$ cat config.mk
export PLATFORM = sky130hd
export DESIGN_NAME = ade_ram
export DESIGN_NICKNAME = d
export VERILOG_FILES = /design/src/ade_ram.sv
export SDC_FILE = /design/constraint.sdc
export NUM_CORES = 2
export LEC_CHECK = 0
export BUFFER_PORTS_ARGS = -buffer_cell sky130_fd_sc_hd__buf_4
export CAP_MARGIN = 10
export CORE_UTILIZATION = 57
export DETAILED_ROUTE_END_ITERATION = 12
export PLACE_DENSITY = 0.75
export SETUP_SLACK_MARGIN = 0.3
export SLEW_MARGIN = 30
export SYNTH_ARGS = -nofsm -noshare
export SYNTH_HDL_FRONTEND = slang
export SYNTH_SLANG_ARGS = --single-unit
export TNS_END_PERCENT = 100
$ cat constraint.sdc
create_clock -name clk -period 3.4 [get_ports clk]
set_clock_uncertainty 0.1 [all_clocks]
set_input_delay 0.34 -clock clk [delete_from_list [all_inputs] [get_ports clk]]
set_output_delay 0.34 -clock clk [all_outputs]
set_load 0.005 [all_outputs]
$ cat src/ade_ram.sv
`default_nettype none

module ade_ram #(
    parameter int WIDTH = 32,
    parameter int DEPTH = 128,
    parameter int AW    = $clog2(DEPTH)
) (
    input  wire logic             clk,
    input  wire logic             we,
    input  wire logic [AW-1:0]    waddr,
    input  wire logic [WIDTH-1:0] wdata,
    input  wire logic [AW-1:0]    raddr,
    output logic      [WIDTH-1:0] rdata
);

    logic [WIDTH-1:0] mem [DEPTH];

    always_ff @(posedge clk)
    begin
        if (we)
        begin
            mem[waddr] <= wdata;
        end
        rdata <= mem[raddr];
    end

endmodule

`default_nettype wire

==> results.py <==
metrics = {
    "outcome": {
        "status": "complete, no violations",
    },
    "setup_path": {
        "worstPathCellList": "mux4_2 > mux4_2 > mux4_2 > mux2_2",
        "ff2ff_path_depth": 4,
        "cp-start-kind": "flop",
        "cp.arrival_ns": 3.47,
        "slowest_delay_ns": 0.69,
        "cp.depth": 4,
        "slowest_stage": "mux4_2",
        "end_kind": "flop",
        "required_ns": 4.07,
        "r2r_start": "mem[87][8]",
        "worst-path-buf-inv": 0,
        "worstSetupPathType": "flop to flop",
        "worstPathMaxFanout": 4,
        "crit_top_cell": "mux4_2",
        "cp_top_family": "multiplexers",
        "crit_path_start": "mem[87][8]",
    },
    "route": {
        "wl_mm": 418.3,
        "drc": 0,
        "drtIter0Drc": 12050,
        "first_pass_iters": 6,
        "postRouteAntennaNets": 0,
        "routedWlPerCell_um": 39.71,
        "vias": 74158,
        "vias_per_cell": 7.041,
    },
    "clock_network": {
        "insertion_delay_ns": 0.92,
        "clk_path_buf_depth": 4,
        "hold_buffers": 33,
        "cts.sink_count": 4128,
        "cts_tree": "done",
        "cts_root_buffer": "clkbuf_16",
        "htreeDepth": 5,
        "cts_made_buffers": 388,
        "cts_resized": 0,
        "cts_setup_buffers": 0,
        "clkSlewWorstSetupHoldPaths_ns": 0.07,
    },
    "sta": {
        "slew_violations": 0,
        "setup_tns_ns": 0,
        "rsz0062_at_grt": "false",
        "worst_pin_slew_ns": 1.016,
        "setup-violations-final": 0,
        "finalHoldViolCount": 0,
        "timing.final.crit_period_ns": 2.804,
        "fin_crit_sh": 0.8246,
        "max_freq_mhz": 356.7,
        "slew_headroom": 0.3225,
    },
    "grt": {
        "grt_pass1_wl_mm": 582.8,
        "grt-ovfl-total": 0,
        "grt_pass1_vias": 76056,
        "track_usage": 0.3047,
        "antenna_found_initial": 57,
        "grt_max_degree": 129,
    },
    "pwr": {
        "ir_worst_vdd_mv": 0.4593,
        "power_uw": 105800,
        "p_per_area_nw_per_um2": 586.6,
        "power.leakage_uw": 0.05578,
    },
    "place": {
        "gp_congestion": 0.8287,
        "port_buffers": 79,
        "dpl.hpwl_mm": 214.5,
    },
    "floorplanning": {
        "ioPinCount": 80,
        "die_area_sq_um": 276300,
        "rows": 191,
        "core_sq_um": 271700,
        "die_h_um": 525.6,
        "die_x_um": 525.6,
        "start_util": 0.5751,
    },
    "synthesis": {
        "synth_cell_types": 17,
        "yosys_warnings": 0,
        "ys_ff_latch": 4128,
        "synth_nets": 6038,
        "synth.avg_cell_area_sq_um": 26.09,
        "seq_area_frac_synth": 0.7912,
        "syn_area_sq_um": 156300,
        "syn_inst": 5990,
    },
    "min_path": {
        "hold_class": "input port to flop",
        "holdCritStartpoint": "raddr[6]",
        "hold_depth": 3,
    },
    "job": {
        "drv_cap": 0,
    },
    "finish": {
        "nNetsFinal": 6689,
        "area_growth_pct": 15.46,
        "drive_gt1_frac": 0.3735,
        "fillers": 15302,
    },
}
-- cell usage after synthesis --
cell type | n | area [sq um]
buf_1 | 50 | 187.7
buf_2 | 79 | 395.4
buf_4 | 3 | 22.52
buf_6 | 2 | 22.52
clkbuf_1 | 182 | 683.2
dfxtp_1 | 32 | 640.6
edfxtp_1 | 4096 | 123000
mux2_2 | 32 | 360.4
mux4_2 | 1344 | 30270
nand2_1 | 14 | 52.55
nand2b_1 | 2 | 12.51
nand3_1 | 12 | 60.06
nand4_1 | 3 | 18.77
nor2_1 | 122 | 457.9
nor2b_1 | 7 | 43.79
nor3_1 | 9 | 45.04
or3_1 | 1 | 6.260
-- area by class of cell --
type / count / area [sq um] / area share
antenna: 16 / 40.04 / 0.0002219
multi-input combinational: 1546 / 32320 / 0.1791
sequential: 4128 / 123600 / 0.6852
tap: 3570 / 4467 / 0.02476
clock buffer: 479 / 10290 / 0.05705
timing repair buffer: 577 / 7390 / 0.04095
clock inverter: 216 / 2281 / 0.01264
-- logic make-up after synthesis --
| logic type | count (synthesis) | synth area share |
|---|---|---|
| buffers and inverters | 316 | 0.008391 |
| multiplexers | 1376 | 0.1960 |
| AND/OR/NAND/NOR | 170 | 0.004460 |
| flip-flops | 4128 | 0.7912 |
-- sequential cells by signal, indices dropped and copies added, names as in the netlist --
register / count
rdata: 32
mem: 4096
-- final timing paths --
| check | to | slack, ns |
|---|---|---|
| worst max register to register | rdata[8] | 0.60 |
| worst max-delay path | rdata[8] | 0.60 |
| worst min register to register | rdata[2] | 1.04 |
| worst min-delay path | rdata[14] | 0.08 |
-- stage by stage --
| stage | hold slack, ns | instances | cell area (sq um) | utilization | setup slack [ns] |
|---|---|---|---|---|---|
| floorplan | 0.3389 | 5990 | 156300 | - | -0.2786 |
| global placement | 0.5162 | 9784 | 167400 | 0.6160 | -0.2028 |
| detailed placement | 0.5246 | 9785 | 167400 | 0.6162 | -0.2001 |
| CTS | 0.04044 | 10513 | 180300 | 0.6637 | 0.5987 |
| global route | 0.07914 | 10528 | 180400 | 0.6640 | 0.5945 |
| finish | 0.07716 | 10532 | 180400 | 0.6640 | 0.5964 |
-- tightest hold or removal path, stage by stage --
cell    delay [ns]
buf_4         0.26
mux4_2        0.29
mux2_2        0.14
-- cells in the final DEF (no fill, tap or decap), drive strengths merged --
cell type and n:
bufinv 47, mux2 32, nor3 9, clkbuf 479
or3 1, dlygate4sd3 35, nor2b 7, diode 16
edfxtp 4096, nand3 12, dfxtp 32, inv 7
clkinvlp 13, nor2 122, buf 542, clkinv 149
nand2b 2, nand2 14, mux4 1344, nand4 3
-- layer usage --
layer / vias up / GRT usage / wire (um)
li1: 27672 / - / -
met1: 39500 / 0.4024 / 140400
met2: 6071 / 0.4905 / 204100
met3: 901 / 0.06916 / 53000
met4: 14 / 0.1381 / 20620
met5: - / 0 / 109
-- power breakdown --
part / leakage [uW] / total, uW / internal, uW / switching [uW]
combinational: 0.0125 / 5820 / 2400 / 3410
clock: 0.00614 / 43700 / 25000 / 18600
sequential: 0.0371 / 56400 / 56200 / 187
Note: power is estimated with default switching activity, not from simulation.
